[src/u8sdv_pkg.sv]
// ----------------------------------------------------------------------------
// u8sdv_pkg
// Shared types and constants for the UTF-8 stream decoder and validator.
// ----------------------------------------------------------------------------
package u8sdv_pkg;

    // result status codes
    typedef enum logic [1:0] {
        ST_OK        = 2'd0,
        ST_BAD_START = 2'd1,
        ST_BAD_CONT  = 2'd2,
        ST_TRUNC     = 2'd3
    } status_t;

    localparam int CP_W  = 21;
    localparam int LEN_W = 3;

    // continuation byte tag and ASCII upper bound
    localparam logic [1:0] CONT_TAG  = 2'b10;
    localparam logic [7:0] ASCII_TOP = 8'h80;

    // lead bytes that restrict the first continuation byte
    localparam logic [7:0] LEAD_E0 = 8'hE0;
    localparam logic [7:0] LEAD_F0 = 8'hF0;
    localparam logic [7:0] LEAD_F4 = 8'hF4;
    localparam logic [7:0] MIN_AFTER_E0 = 8'hA0;
    localparam logic [7:0] MIN_AFTER_F0 = 8'h90;
    localparam logic [7:0] MAX_AFTER_F4 = 8'h8F;

    // decoder sequence state
    typedef struct packed {
        logic [1:0]       bytes_pending;
        logic [CP_W-1:0]  code_accum;
        logic [7:0]       lead_value;
        logic [LEN_W-1:0] sequence_len;
        logic             first_cont_next;
        logic             error_seen;
    } dec_state_t;

    // one result beat
    typedef struct packed {
        logic [CP_W-1:0]  code_point;
        logic [LEN_W-1:0] seq_length;
        status_t          status;
        logic             string_done;
        logic             string_valid;
    } result_t;

endpackage

[src/utf8_stream_decoder_validator_core.sv]
// ----------------------------------------------------------------------------
// utf8_stream_decoder_validator_core
// UTF-8 byte stream decoder with per-character status and string verdict.
// ----------------------------------------------------------------------------
// Accepts one byte per cycle and sustains one byte per cycle while the output
// register is free to take each result. Each byte is captured in an input
// register, decoded against the sequence state in one short combinational
// step, and any result lands in the output register. Bytes inside a
// multi-byte sequence give no beat; a finished or failed character gives
// one, as does a string that ends mid-sequence. The output register lets
// the next byte enter while a result still waits downstream.
module utf8_stream_decoder_validator_core (
    input  logic        aclk,
    input  logic        aresetn,
    input  logic        s_valid,
    output logic        s_ready,
    input  logic [7:0]  s_data_byte,
    input  logic        s_end_of_string,
    output logic        m_valid,
    input  logic        m_ready,
    output logic [20:0] m_code_point,
    output logic [2:0]  m_seq_length,
    output logic [1:0]  m_status,
    output logic        m_string_done,
    output logic        m_string_valid
);
    import u8sdv_pkg::*;

    logic       in_valid_reg;
    logic       in_valid_next;
    logic [7:0] in_byte_reg;
    logic       in_eos_reg;

    dec_state_t state_reg;
    dec_state_t state_next;
    result_t    dec_res;
    logic       dec_res_valid;
    result_t    out_res;
    logic       out_free;
    logic       advance;

    // input stage moves on when its result has somewhere to go
    assign advance = in_valid_reg && (!dec_res_valid || out_free);
    assign s_ready = !in_valid_reg || advance;

    always_comb begin
        in_valid_next = in_valid_reg;
        if (s_valid && s_ready) begin
            in_valid_next = 1'b1;
        end else if (advance) begin
            in_valid_next = 1'b0;
        end
    end

    always_ff @(posedge aclk) begin
        if (!aresetn) begin
            in_valid_reg <= 1'b0;
            state_reg    <= '0;
        end else begin
            in_valid_reg <= in_valid_next;
            if (advance) begin
                state_reg <= state_next;
            end
        end
    end

    // input beat payload
    always_ff @(posedge aclk) begin
        if (s_valid && s_ready) begin
            in_byte_reg <= s_data_byte;
            in_eos_reg  <= s_end_of_string;
        end
    end

    u8sdv_decode u_decode (
        .state_i     (state_reg),
        .data_byte_i (in_byte_reg),
        .eos_i       (in_eos_reg),
        .state_o     (state_next),
        .res_o       (dec_res),
        .res_valid_o (dec_res_valid)
    );

    u8sdv_out_reg u_out_reg (
        .aclk      (aclk),
        .aresetn   (aresetn),
        .load_i    (advance && dec_res_valid),
        .res_i     (dec_res),
        .m_ready_i (m_ready),
        .free_o    (out_free),
        .m_valid_o (m_valid),
        .res_o     (out_res)
    );

    // result beat fields
    assign m_code_point   = out_res.code_point;
    assign m_seq_length   = out_res.seq_length;
    assign m_status       = out_res.status;
    assign m_string_done  = out_res.string_done;
    assign m_string_valid = out_res.string_valid;

endmodule

[src/u8sdv_decode.sv]
// ----------------------------------------------------------------------------
// u8sdv_decode
// Single-byte decode step: current sequence state and one byte in, next
// state and an optional result out.
// ----------------------------------------------------------------------------
module u8sdv_decode (
    input  u8sdv_pkg::dec_state_t state_i,
    input  logic [7:0]            data_byte_i,
    input  logic                  eos_i,
    output u8sdv_pkg::dec_state_t state_o,
    output u8sdv_pkg::result_t    res_o,
    output logic                  res_valid_o
);
    import u8sdv_pkg::*;

    dec_state_t       st;
    logic             emit;
    status_t          stat;
    logic [CP_W-1:0]  cp;
    logic [LEN_W-1:0] len;
    logic             range_bad;
    logic [CP_W-1:0]  accum_shift;
    logic [1:0]       pending_dec;
    logic             bad;

    // restrictions on the first continuation byte after E0, F0 and F4 leads
    assign range_bad = (state_i.lead_value == LEAD_E0 && data_byte_i < MIN_AFTER_E0)
                    || (state_i.lead_value == LEAD_F0 && data_byte_i < MIN_AFTER_F0)
                    || (state_i.lead_value == LEAD_F4 && data_byte_i > MAX_AFTER_F4);

    assign accum_shift = {state_i.code_accum[CP_W-7:0], data_byte_i[5:0]};
    assign pending_dec = state_i.bytes_pending - 2'd1;

    // byte classification and accumulation
    always_comb begin
        st   = state_i;
        emit = 1'b0;
        stat = ST_OK;
        cp   = '0;
        len  = '0;
        if (state_i.bytes_pending == 2'd0) begin
            if (data_byte_i < ASCII_TOP) begin
                emit = 1'b1;
                cp   = {13'd0, data_byte_i};
                len  = 3'd1;
            end else if (data_byte_i inside {[8'hC2:8'hDF]}) begin
                st.code_accum    = {16'd0, data_byte_i[4:0]};
                st.sequence_len  = 3'd2;
                st.bytes_pending = 2'd1;
            end else if (data_byte_i inside {[8'hE0:8'hEF]}) begin
                st.code_accum    = {17'd0, data_byte_i[3:0]};
                st.sequence_len  = 3'd3;
                st.bytes_pending = 2'd2;
            end else if (data_byte_i inside {[8'hF0:8'hF4]}) begin
                st.code_accum    = {18'd0, data_byte_i[2:0]};
                st.sequence_len  = 3'd4;
                st.bytes_pending = 2'd3;
            end else begin
                emit = 1'b1;
                stat = ST_BAD_START;
            end
            if (st.bytes_pending != 2'd0) begin
                st.lead_value      = data_byte_i;
                st.first_cont_next = 1'b1;
                if (eos_i) begin
                    emit = 1'b1;
                    stat = ST_TRUNC;
                end
            end
        end else if (data_byte_i[7:6] != CONT_TAG
                     || (state_i.first_cont_next && range_bad)) begin
            emit = 1'b1;
            stat = ST_BAD_CONT;
        end else begin
            st.first_cont_next = 1'b0;
            st.code_accum      = accum_shift;
            st.bytes_pending   = pending_dec;
            if (pending_dec == 2'd0) begin
                emit = 1'b1;
                cp   = accum_shift;
                len  = state_i.sequence_len;
                st.code_accum   = '0;
                st.lead_value   = '0;
                st.sequence_len = '0;
            end else if (eos_i) begin
                emit = 1'b1;
                stat = ST_TRUNC;
            end
        end
    end

    assign bad = (stat != ST_OK);

    // result assembly and string / error bookkeeping
    always_comb begin
        state_o = st;
        res_o.code_point   = cp;
        res_o.seq_length   = len;
        res_o.status       = stat;
        res_o.string_done  = eos_i;
        res_o.string_valid = eos_i && !(state_i.error_seen || bad);
        if (emit) begin
            if (bad || eos_i) begin
                state_o.bytes_pending   = '0;
                state_o.code_accum      = '0;
                state_o.lead_value      = '0;
                state_o.sequence_len    = '0;
                state_o.first_cont_next = 1'b0;
            end
            if (eos_i) begin
                state_o.error_seen = 1'b0;
            end else if (bad) begin
                state_o.error_seen = 1'b1;
            end
        end
    end

    assign res_valid_o = emit;

endmodule

[src/u8sdv_out_reg.sv]
// ----------------------------------------------------------------------------
// u8sdv_out_reg
// Result register: holds one result beat until the downstream side takes it.
// ----------------------------------------------------------------------------
module u8sdv_out_reg (
    input  logic               aclk,
    input  logic               aresetn,
    input  logic               load_i,
    input  u8sdv_pkg::result_t res_i,
    input  logic               m_ready_i,
    output logic               free_o,
    output logic               m_valid_o,
    output u8sdv_pkg::result_t res_o
);
    import u8sdv_pkg::*;

    logic    valid_reg;
    logic    valid_next;
    result_t res_reg;

    // slot is free when empty or being drained this cycle
    assign free_o = !valid_reg || m_ready_i;

    always_comb begin
        valid_next = valid_reg;
        if (load_i) begin
            valid_next = 1'b1;
        end else if (m_ready_i) begin
            valid_next = 1'b0;
        end
    end

    always_ff @(posedge aclk) begin
        if (!aresetn) begin
            valid_reg <= 1'b0;
        end else begin
            valid_reg <= valid_next;
        end
    end

    // payload, no reset
    always_ff @(posedge aclk) begin
        if (load_i) begin
            res_reg <= res_i;
        end
    end

    assign m_valid_o = valid_reg;
    assign res_o     = res_reg;

endmodule

[config.mk]
export PLATFORM = sky130hd
export DESIGN_NAME = utf8_stream_decoder_validator_core
export DESIGN_NICKNAME = d
export VERILOG_FILES = /design/src/u8sdv_pkg.sv /design/src/utf8_stream_decoder_validator_core.sv /design/src/u8sdv_decode.sv /design/src/u8sdv_out_reg.sv
export SDC_FILE = /design/constraint.sdc
export NUM_CORES = 1
export LEC_CHECK = 0
export ABC_AREA = 1
export ABC_CLOCK_PERIOD_IN_PS = 2120
export BUFFER_PORTS_ARGS = -buffer_cell sky130_fd_sc_hd__buf_2
export CORE_MARGIN = 5
export CORE_UTILIZATION = 30
export DETAILED_ROUTE_END_ITERATION = 10
export SLEW_MARGIN = 20
export SYNTH_ARGS = -nofsm -noshare
export SYNTH_HDL_FRONTEND = slang
export SYNTH_SLANG_ARGS = --single-unit
[constraint.sdc]
create_clock -name aclk -period 2.12 [get_ports aclk]
set_input_delay 0.318 -clock aclk [delete_from_list [all_inputs] [get_ports aclk]]
set_output_delay 0.318 -clock aclk [all_outputs]
set_load 0.005 [all_outputs]
# == Word-level counts from Yosys, hierarchy flattened ==
# Cells that the tools add are included.
# word_totals
wordCells,111
reg_bits,75
in_bits,13
# classes
mux,50
reduce_logical,31
n_lt_le_gt_ge,10
n_eq_ne,4
addsub,1
# ops
cell,count
23-bit 2-to-1 mux,5
35-bit 2-to-1 mux,3
21-bit 2-to-1 mux,3
36-bit 2-to-1 mux,1
32-bit 2-to-1 mux,1
"8-bit equality test, second input constant",3
"8-bit >= comparator, second input constant",3
"8-bit <= comparator, second input constant",3
"8-bit < comparator, second input constant",3
3-bit 2-to-1 mux,7
1-bit 2-to-1 mux,19
2-bit 2-to-1 mux,9
8-bit 2-to-1 mux,2
1-bit logical AND,11
2-bit nonzero test,5
"8-bit > comparator, second input constant",1
1-bit logical OR,8
1-bit zero test,4
2-bit zero test,2
3-bit AND reduction,1
"2-bit != test, second input constant",1
"2-bit by 1-bit subtractor with 2-bit output, second input constant",1

# == Longest topological paths before layout ==
# Gate-level depths: netlist (run 1).
# depth
ltp_word,16
depth_mapped,14
depth_no_buf,14

# == Hierarchy ==
# From an unflattened synthesis (run 1), not the netlist that was laid out.
# unflattened
hier_cells,659
area_unflattened_um2,4695.8
# modules_own_cells
module,cells_per_inst,area_each_um2,seq_area_each_um2,instances
utf8_stream_decoder_validator_core,254,1994.4,1011.0,1
u8sdv_decode,371,1814.2,0.0,1
u8sdv_out_reg,34,887.1,860.8,1

# == Worst setup path before layout (run 1) ==
# No wires, ideal clock.
# synth_timing
kind,reg2reg
start,register in_byte_reg[5]
end,"register u_out_reg.res_reg, in the netlist u_out_reg.res_o[0], enable pin"
n_path_buf,0
slack_ns,-0.051
stages_incl_launch_ff,8
period_less_slack_ns,2.171
arrival_time_ns,1.788
required_ns,1.737
cell_sequence,edfxtp_1 > clkinv_2 > nand2_4 > o21ai_4 > nand3_2 > nand3_2 > nand4_1 > inv_1
# synth_via
elab_chain_cells,14
word_cells_on_any_way,38
# synth_lines
item,line_no,rtl
start: declaration,utf8_stream_decoder_validator_core.sv:31,logic [7:0] in_byte_reg;
start signal: assignment,utf8_stream_decoder_validator_core.sv:70,in_byte_reg <= s_data_byte;
8-bit >= comparator / 8-bit <= comparator (equally long branches),u8sdv_decode.sv:54,end else if (data_byte_i inside {[8'hF0:8'hF4]}) begin
1-bit logical AND,u8sdv_decode.sv:54,
23-bit 2-to-1 mux,u8sdv_decode.sv:54,
23-bit 2-to-1 mux,u8sdv_decode.sv:50,end else if (data_byte_i inside {[8'hE0:8'hEF]}) begin
23-bit 2-to-1 mux,u8sdv_decode.sv:46,end else if (data_byte_i inside {[8'hC2:8'hDF]}) begin
23-bit 2-to-1 mux,u8sdv_decode.sv:42,if (data_byte_i < ASCII_TOP) begin
23-bit 2-to-1 mux,u8sdv_decode.sv:41,if (state_i.bytes_pending == 2'd0) begin
2-bit nonzero test,u8sdv_decode.sv:62,if (st.bytes_pending != 2'd0) begin
1-bit 2-to-1 mux,u8sdv_decode.sv:62,
1-bit 2-to-1 mux (*),u8sdv_decode.sv:41,
1-bit zero test,utf8_stream_decoder_validator_core.sv:43,assign advance = in_valid_reg && (!dec_res_valid || out_free);
1-bit logical OR,utf8_stream_decoder_validator_core.sv:43,
1-bit logical AND,utf8_stream_decoder_validator_core.sv:43,
1-bit logical AND (*),utf8_stream_decoder_validator_core.sv:87,".load_i (advance && dec_res_valid),"
named net u_out_reg.load_i,u8sdv_out_reg.sv:8,"input logic load_i,"
end signal: assignment,u8sdv_out_reg.sv:44,res_reg <= res_i;
end: declaration,u8sdv_out_reg.sv:19,result_t res_reg;
# Mark *: on every way through the listed nets, which the timed path passes. The rest lies on a longest branch. The select of a mux whose other input is x is not followed.
# A chain may end at the register's enable or synchronous reset.

# == Worst setup path after layout (run 1) ==
# layout_timing
start,register in_byte_reg[2]
end,output port s_ready
# layout_via
elab_chain_cells,14
word_cells_on_any_way,38
# layout_lines
item,line_no,rtl
8-bit >= comparator / 8-bit <= comparator (equally long branches),u8sdv_decode.sv:54,
1-bit logical AND,u8sdv_decode.sv:54,
23-bit 2-to-1 mux,u8sdv_decode.sv:54,
23-bit 2-to-1 mux,u8sdv_decode.sv:50,
23-bit 2-to-1 mux,u8sdv_decode.sv:46,
23-bit 2-to-1 mux,u8sdv_decode.sv:42,
23-bit 2-to-1 mux,u8sdv_decode.sv:41,
2-bit nonzero test,u8sdv_decode.sv:62,
1-bit 2-to-1 mux,u8sdv_decode.sv:62,
1-bit 2-to-1 mux (*),u8sdv_decode.sv:41,
1-bit zero test (*),utf8_stream_decoder_validator_core.sv:43,
1-bit logical OR (*),utf8_stream_decoder_validator_core.sv:43,
1-bit logical AND (*),utf8_stream_decoder_validator_core.sv:43,
1-bit logical OR (*),utf8_stream_decoder_validator_core.sv:44,assign s_ready = !in_valid_reg || advance;
end: declaration,utf8_stream_decoder_validator_core.sv:16,"output logic s_ready,"
# Mark *: on every way between the ends. The rest lies on a longest branch, timed or not. The select of a mux whose other input is x is not followed.

==> results of run 1 <==
[area by class of cell]
type | count | area, um2
fillers | 1182 | 7090
inverters | 57 | 219
multi-input cells | 302 | 1480
flip-flops and latches | 69 | 1750
clock buffers | 11 | 233
clock inverters | 5 | 51.3
well taps | 143 | 179
repair buffers | 74 | 513
[worst reg2reg max path, stage by stage (launching register included)]
cell and delay [ps]:
edfxtp_1 420, clkinv_2 130, nand2_4 70, nand2_1 70
nand2_1 60, nand3_2 110, nand2_2 160, nor2_1 180
nand2_1 140, buf_4 200, o21ai_0 230
[synthesized netlist by cell type]
cell / number
nand3_2: 7
clkbuf_1: 10
buf_2: 4
o21ai_4: 1
inv_2: 6
buf_6: 6
a21oi_1: 43
o21ai_2: 1
ha_1: 2
edfxtp_1: 37
nand2_1: 86
o21ai_0: 15
buf_4: 1
a21oi_2: 1
nand3_1: 28
nor2_4: 1
o22ai_1: 2
nand4_2: 1
nor3_1: 3
inv_1: 50
nand4_1: 7
nand2_2: 5
o21bai_1: 1
o31ai_1: 1
dfxtp_1: 32
nor2_1: 80
clkinv_2: 1
nand3b_1: 1
nand2_4: 1
o211ai_1: 11
nor2_2: 1
xor2_1: 1
o21ai_1: 2
[per-layer routing]
layer  vias up  part of all wire, %  track usage (%)
met1      1481                   43             16.8
met2       103                   49             22.5
met3        16                  6.8             4.11
met4         0                  1.7             4.42
li1       1597                    -                -
met5         -                    0                0
[cell families after synthesis]
logic type / synth area share, %
AND/OR/NAND/NOR: 27.4
XOR/XNOR: 0.247
buffers and inverters: 9.80
AO/OA/AOI/OAI: 12.5
flip-flops: 49.3
adder cells (fa/ha/maj): 0.705
[power by group through the flow]
stage / sequential [mW] / combinational (mW) / clock, mW
floorplan: 1.51 / 0.207 / 0
detailed placement: 1.51 / 0.339 / 0
global placement: 1.51 / 0.334 / 0
finish: 1.48 / 0.351 / 1.45
CTS: 1.48 / 0.340 / 1.48
global route: 1.49 / 0.392 / 1.55
[final timing paths]
check	depth (start not counted)	to	slack (ps)
setup / recovery	7	s_ready	80
hold reg to reg	2	state_reg[22]	460
hold / removal	1	in_byte_reg[6]	160
setup reg to reg	10	u_out_reg.res_o[4]	160
[layout by cell type, fill, tap and decap left out, types with 2 or more instances in the layout]
master / count
a21oi_1: 43
buf_12: 5
buf_2: 42
buf_4: 27
clkbuf_1: 2
clkbuf_16: 9
clkinv_1: 2
clkinv_2: 2
dfxtp_1: 31
edfxtp_1: 37
ha_1: 2
inv_1: 49
inv_2: 6
nand2_1: 86
nand2_2: 5
nand3_1: 27
nand3_2: 8
nand4_1: 7
nor2_1: 79
nor2_4: 2
nor3_1: 2
o211ai_1: 11
o21ai_0: 14
o21ai_1: 3
o21ai_4: 2
o22ai_1: 2
[stage by stage]
stage	TNS [ps]	util (%)	hold slack, ps	instance area [um2]
finish	0	38.4	164	4420
global route	-55.8	38.4	151	4420
CTS	0	37.7	155	4340
detailed placement	0	35.3	456	4060
global placement	0	35.3	451	4060
floorplan	0	-	417	3550
[timing repair]
action | in CTS | in global routing
gates resized for setup | 0 | 7
setup endpoints to repair | 0 | 47
endpoints found under the hold margin | 0 | 0
hold buffers | 0 | 0
buffers inserted | 0 | 7
==> results.sh, run 1 <==
export IMPL_core_um2=11500
export IMPL_dpl_hpwl_um=6670
export IMPL_drive_gt1_share_pct=22.6
export IMPL_timing_final_crit_share_pct=96.1
export IMPL_layout_nets=528
export IMPL_wirelength_um=9260
export IMPL_hp_start="s_data_byte[6]"
export IMPL_setup_ws_ps=83.4
export IMPL_h_tree_depth=3
export IMPL_start_kind="flip-flop"
export IMPL_syn_to_final_growth_pct=24.6
export IMPL_rows=39
export IMPL_fmax_ghz=0.491
export IMPL_maxCapViolCount=0
export IMPL_drcViolationCount=0
export IMPL_synth_seq_cells=69
export IMPL_slew_headroom_pct=69.3
export IMPL_grt_pass1_wl_um=15500
export IMPL_die_h_um=119
export IMPL_ant_nets=0
export IMPL_grt_use_total_pct=13.5
export IMPL_numCtsBuffers=9
export IMPL_period_minus_slack_ps=2040
export IMPL_clockBufferDepth=2
export IMPL_finalSetupViolCount=0
export IMPL_path_common_cell="nand3_2"
export IMPL_p_total_mw=3.29
export IMPL_grt_pass1_vias=3139
export IMPL_rsz0062_at_grt="true"
export IMPL_clk_latency_ps=330
export IMPL_synth_top_area_share_pct=31.3
export IMPL_io_buffers=42
export IMPL_die_w_um=119
export IMPL_crit_chain="nor2_1 > nand2_1 > o21ai_4 > nand3_2 > nand3_2 > nand4_1 > buf_2"
export IMPL_power_density_nw_per_um2=743
export IMPL_worst_slew_pin_slew_ps=460
export IMPL_cp_required_ps=1800
export IMPL_p_sw_share_pct=24.0
export IMPL_critPathCaptureType="output port"
export IMPL_ys_top_cells_by_area="edfxtp_1 31%, dfxtp_1 18%, nand2_1 9.1%, nor2_1 8.5%, a21oi_1 6.1%"
export IMPL_crit_buf_inv=1
export IMPL_cts_sinks=69
export IMPL_slew_viol_final=0
export IMPL_antenna_found_initial=0
export IMPL_die_area_um2=14100
export IMPL_cpPeakStageDelay_ps=420
export IMPL_insertedDiodeCount=0
export IMPL_pin_count=43
export IMPL_placedCellCount=638
export IMPL_via_per_inst=4.84
export IMPL_synth_area_per_cell_um2=7.91
export IMPL_dr_pass1_iters=5
export IMPL_fin_cells=661
export IMPL_crit_type="reg2out"
export IMPL_synth_fp_nets=464
export IMPL_regToRegStartpoint="in_byte_reg[5]"
export IMPL_place_gp_congestion=0.859
export IMPL_slowest_stage="edfxtp_1"
export IMPL_setup_worst_path_start="in_byte_reg[2]"
export IMPL_worstPathMaxFanout=4
export IMPL_critPathArrivalTime_ps=1720
export IMPL_finClkSkew_ps=4.31
export IMPL_dp_slack_ps=147
export IMPL_clkPwrFrac_pct=44.2
export IMPL_yosys_area_top_type="edfxtp_1"
export IMPL_clk_pin_slew_ps=60
export IMPL_path_delay_family="simple AND/OR/NAND/NOR gates"
export IMPL_ys_types=33
export IMPL_netlist_area_um2=3550
export IMPL_largest_reg_flops=30
export IMPL_hold_viol_final=0
export IMPL_initial_core_util_pct=30.8
export IMPL_vdd_drop_max_mv=0.308
export IMPL_wire_per_inst_um=14.0
export IMPL_p_sw_uw=790
export IMPL_p_int_mw=2.50
export IMPL_vias=3197
export IMPL_netlist_instances=449
export IMPL_grt_overflow=0
export IMPL_grt_max_degree=40
export IMPL_status="finished, final reports clean"
export IMPL_cts_tree="done"
export IMPL_yosys_warnings=0
export IMPL_first_iter_violations=329
export IMPL_yosysSeqAreaShare_pct=49.3
export IMPL_cts_root_buf="clkbuf_16"
export IMPL_p_comb_share_pct=10.7
export IMPL_p_leak_nw=1.71
export IMPL_hold_path_class="in2reg"
export IMPL_power_frac_seq_pct=45.1
No activity file was read; power rests on OpenSTA's default activity.
==> inputs of run 2 (changes only) <==
--- a/config.mk
+++ b/config.mk
@@ -8,6 +8,7 @@
 export ABC_AREA = 1
 export ABC_CLOCK_PERIOD_IN_PS = 2120
 export BUFFER_PORTS_ARGS = -buffer_cell sky130_fd_sc_hd__buf_2
+export CORE_ASPECT_RATIO = 1.5
 export CORE_MARGIN = 5
 export CORE_UTILIZATION = 30
 export DETAILED_ROUTE_END_ITERATION = 10
==> run 2 against run 1 <==
Sequential share of layout area shrank 0.12 points. Clock skew is 6.2 ps higher. Final cell count up 0.91%. Worst setup slack lost 39 ps. Worst hold slack lost 7.8 ps. Sequential cell count is the same. Die area increased by 0.32%. Wire length rose by 5.6%. Sequential power about the same.
==> results.sh, run 2 (synthesized netlist as in run 1, its figures left out) <==
export IMPL_regToRegStartpoint="in_byte_reg[5]"
export IMPL_wire_per_inst_um=14.7
export IMPL_syn_to_final_growth_pct=24.9
export IMPL_cp_required_ps=1800
export IMPL_p_sw_uw=794
export IMPL_hold_path_class="in2reg"
export IMPL_vias=3144
export IMPL_worst_slew_pin_slew_ps=434
export IMPL_utilization_pct=38.4
export IMPL_p_int_mw=2.51
export IMPL_regToRegEndpoint="state_reg[26]"
export IMPL_ant_nets=0
export IMPL_setup_ws_ps=44.3
export IMPL_grt_pass1_wl_um=15800
export IMPL_worstHoldPathCells=1
export IMPL_power_frac_seq_pct=44.9
export IMPL_power_density_nw_per_um2=746
export IMPL_first_iter_violations=217
export IMPL_wirelength_um=9780
export IMPL_worstPathMaxFanout=4
export IMPL_rrSetupSlack_ps=130
export IMPL_p_sw_share_pct=24.0
export IMPL_core_um2=11500
export IMPL_die_w_um=98.8
export IMPL_cts_hold_fix_buffers=0
export IMPL_finalSetupViolCount=0
export IMPL_clk_latency_ps=340
export IMPL_grt_pass1_vias=3171
export IMPL_clk_pin_slew_ps=50
export IMPL_place_gp_congestion=0.927
export IMPL_multi_input_area_um2=1480
export IMPL_timing_final_crit_share_pct=97.9
export IMPL_largest_reg_flops=30
export IMPL_p_leak_nw=1.71
export IMPL_cts_sinks=69
export IMPL_status="finished, final reports clean"
export IMPL_critPathCaptureType="output port"
export IMPL_rows=48
export IMPL_rr_worst_depth=12
export IMPL_via_per_inst=4.71
export IMPL_numCtsBuffers=9
export IMPL_drcViolationCount=0
export IMPL_layout_nets=527
export IMPL_die_area_um2=14200
export IMPL_antenna_found_initial=0
export IMPL_dr_pass1_iters=4
export IMPL_fin_cells=667
export IMPL_clkPwrFrac_pct=44.6
export IMPL_rsz0062_at_grt="true"
export IMPL_die_h_um=143
export IMPL_cts_tree="done"
export IMPL_clockBufferDepth=2
export IMPL_period_minus_slack_ps=2080
export IMPL_insertedDiodeCount=0
export IMPL_cts_root_buf="clkbuf_16"
export IMPL_io_buffers=42
export IMPL_grt_overflow=0
export IMPL_slew_viol_final=0
export IMPL_vdd_drop_max_mv=0.379
export IMPL_grt_max_degree=33
export IMPL_pin_count=43
export IMPL_placedCellCount=641
export IMPL_finClkSkew_ps=10.5
export IMPL_initial_core_util_pct=30.8
export IMPL_p_comb_share_pct=10.6
export IMPL_layout_common_cells="84 x nand2_1, 79 x nor2_1, 49 x inv_1"
export IMPL_register_area_um2=1750
export IMPL_hold_viol_final=0
export IMPL_drive_gt1_share_pct=23.0
export IMPL_fillers=1205
export IMPL_dpl_hpwl_um=7340
export IMPL_fmax_ghz=0.482
export IMPL_hp_start="s_end_of_string"
export IMPL_dp_slack_ps=54.1
export IMPL_hold_end="in_eos_reg"
export IMPL_grt_use_total_pct=14.5
export IMPL_start_kind="flip-flop"
export IMPL_final_common_cell="nand2_1"
export IMPL_crit_type="reg2out"
export IMPL_h_tree_depth=3
export IMPL_maxCapViolCount=0
export IMPL_slew_headroom_pct=70.8
export IMPL_critPathArrivalTime_ps=1760
[run 2: cell types whose count changed in the layout (fill, tap and decap cells not counted), moves of 2 or more]
cell        before  now
nand3_2          8    6
clkbuf_8         0    2
clkinv_1         2    0
nand2_1         86   84
clkinvlp_4       1    3
[run 2: worst max path at each step]
stage / cells past startpoint / slack, ps / endpoint / from
6_report: 7 / 40 / s_ready / in_byte_reg[2]
5_1_grt: 7 / -60 / s_ready / in_byte_reg[2]
4_1_cts: 6 / 40 / s_ready / state_reg[34]
3_5_place_dp: 8 / 50 / u_out_reg.res_o[15] / in_byte_reg[5]
3_3_place_gp: 8 / 40 / u_out_reg.res_o[15] / in_byte_reg[5]
2_1_floorplan: 6 / 120 / u_out_reg.res_o[0] / state_reg[34]
[run 2: cell type report]
type,count,area share (%)
flip-flops and latches,69,39.5
multi-input cells,302,33.3
repair buffers,73,11.2
clock buffers,14,6.44
inverters,57,4.94
well taps,150,4.23
clock inverters,2,0.339
[run 2: critical path, stage by stage (launching register included)]
cell and delay (ps):
edfxtp_1 430, nor2_1 160, nand2_2 90, o21ai_4 190, nand3_2 110, nand3_2 100, nand4_1 160, buf_2 170
[run 2: through the flow]
stage / hold WS [ps] / TNS (ps) / power (mW) / area, um2
after global routing: 148 / -56.0 / 3.44 / 4430
after global placement: 451 / 0 / 1.84 / 4030
after floorplan: 417 / 0 / 1.72 / 3550
after detailed placement: 458 / 0 / 1.84 / 4030
final: 156 / 0 / 3.31 / 4430
after CTS: 145 / 0 / 3.32 / 4330
[run 2: power by group through the flow]
stage / combinational (mW) / clock (mW) / sequential (mW)
2_1_floorplan: 0.207 / 0 / 1.51
3_3_place_gp: 0.330 / 0 / 1.51
3_5_place_dp: 0.332 / 0 / 1.51
4_1_cts: 0.336 / 1.50 / 1.48
5_1_grt: 0.387 / 1.56 / 1.49
6_report: 0.350 / 1.47 / 1.48
[run 2: metal layers]
metal  part of all wire [%]  up-vias  global-route usage [%]
met3                    3.4       30                    3.13
li1                       -     1594                       -
met4                    5.5        0                    10.1
met2                     55       73                    27.3
met1                     36     1447                    13.8
met5                      0        -                       0
[run 2: timing repair]
action | in CTS | in global routing
gates cloned | 0 | 0
pin swaps | 0 | 6
gates resized for setup | 0 | 9
setup endpoints to repair | 1 | 38
setup buffers | 1 | 9
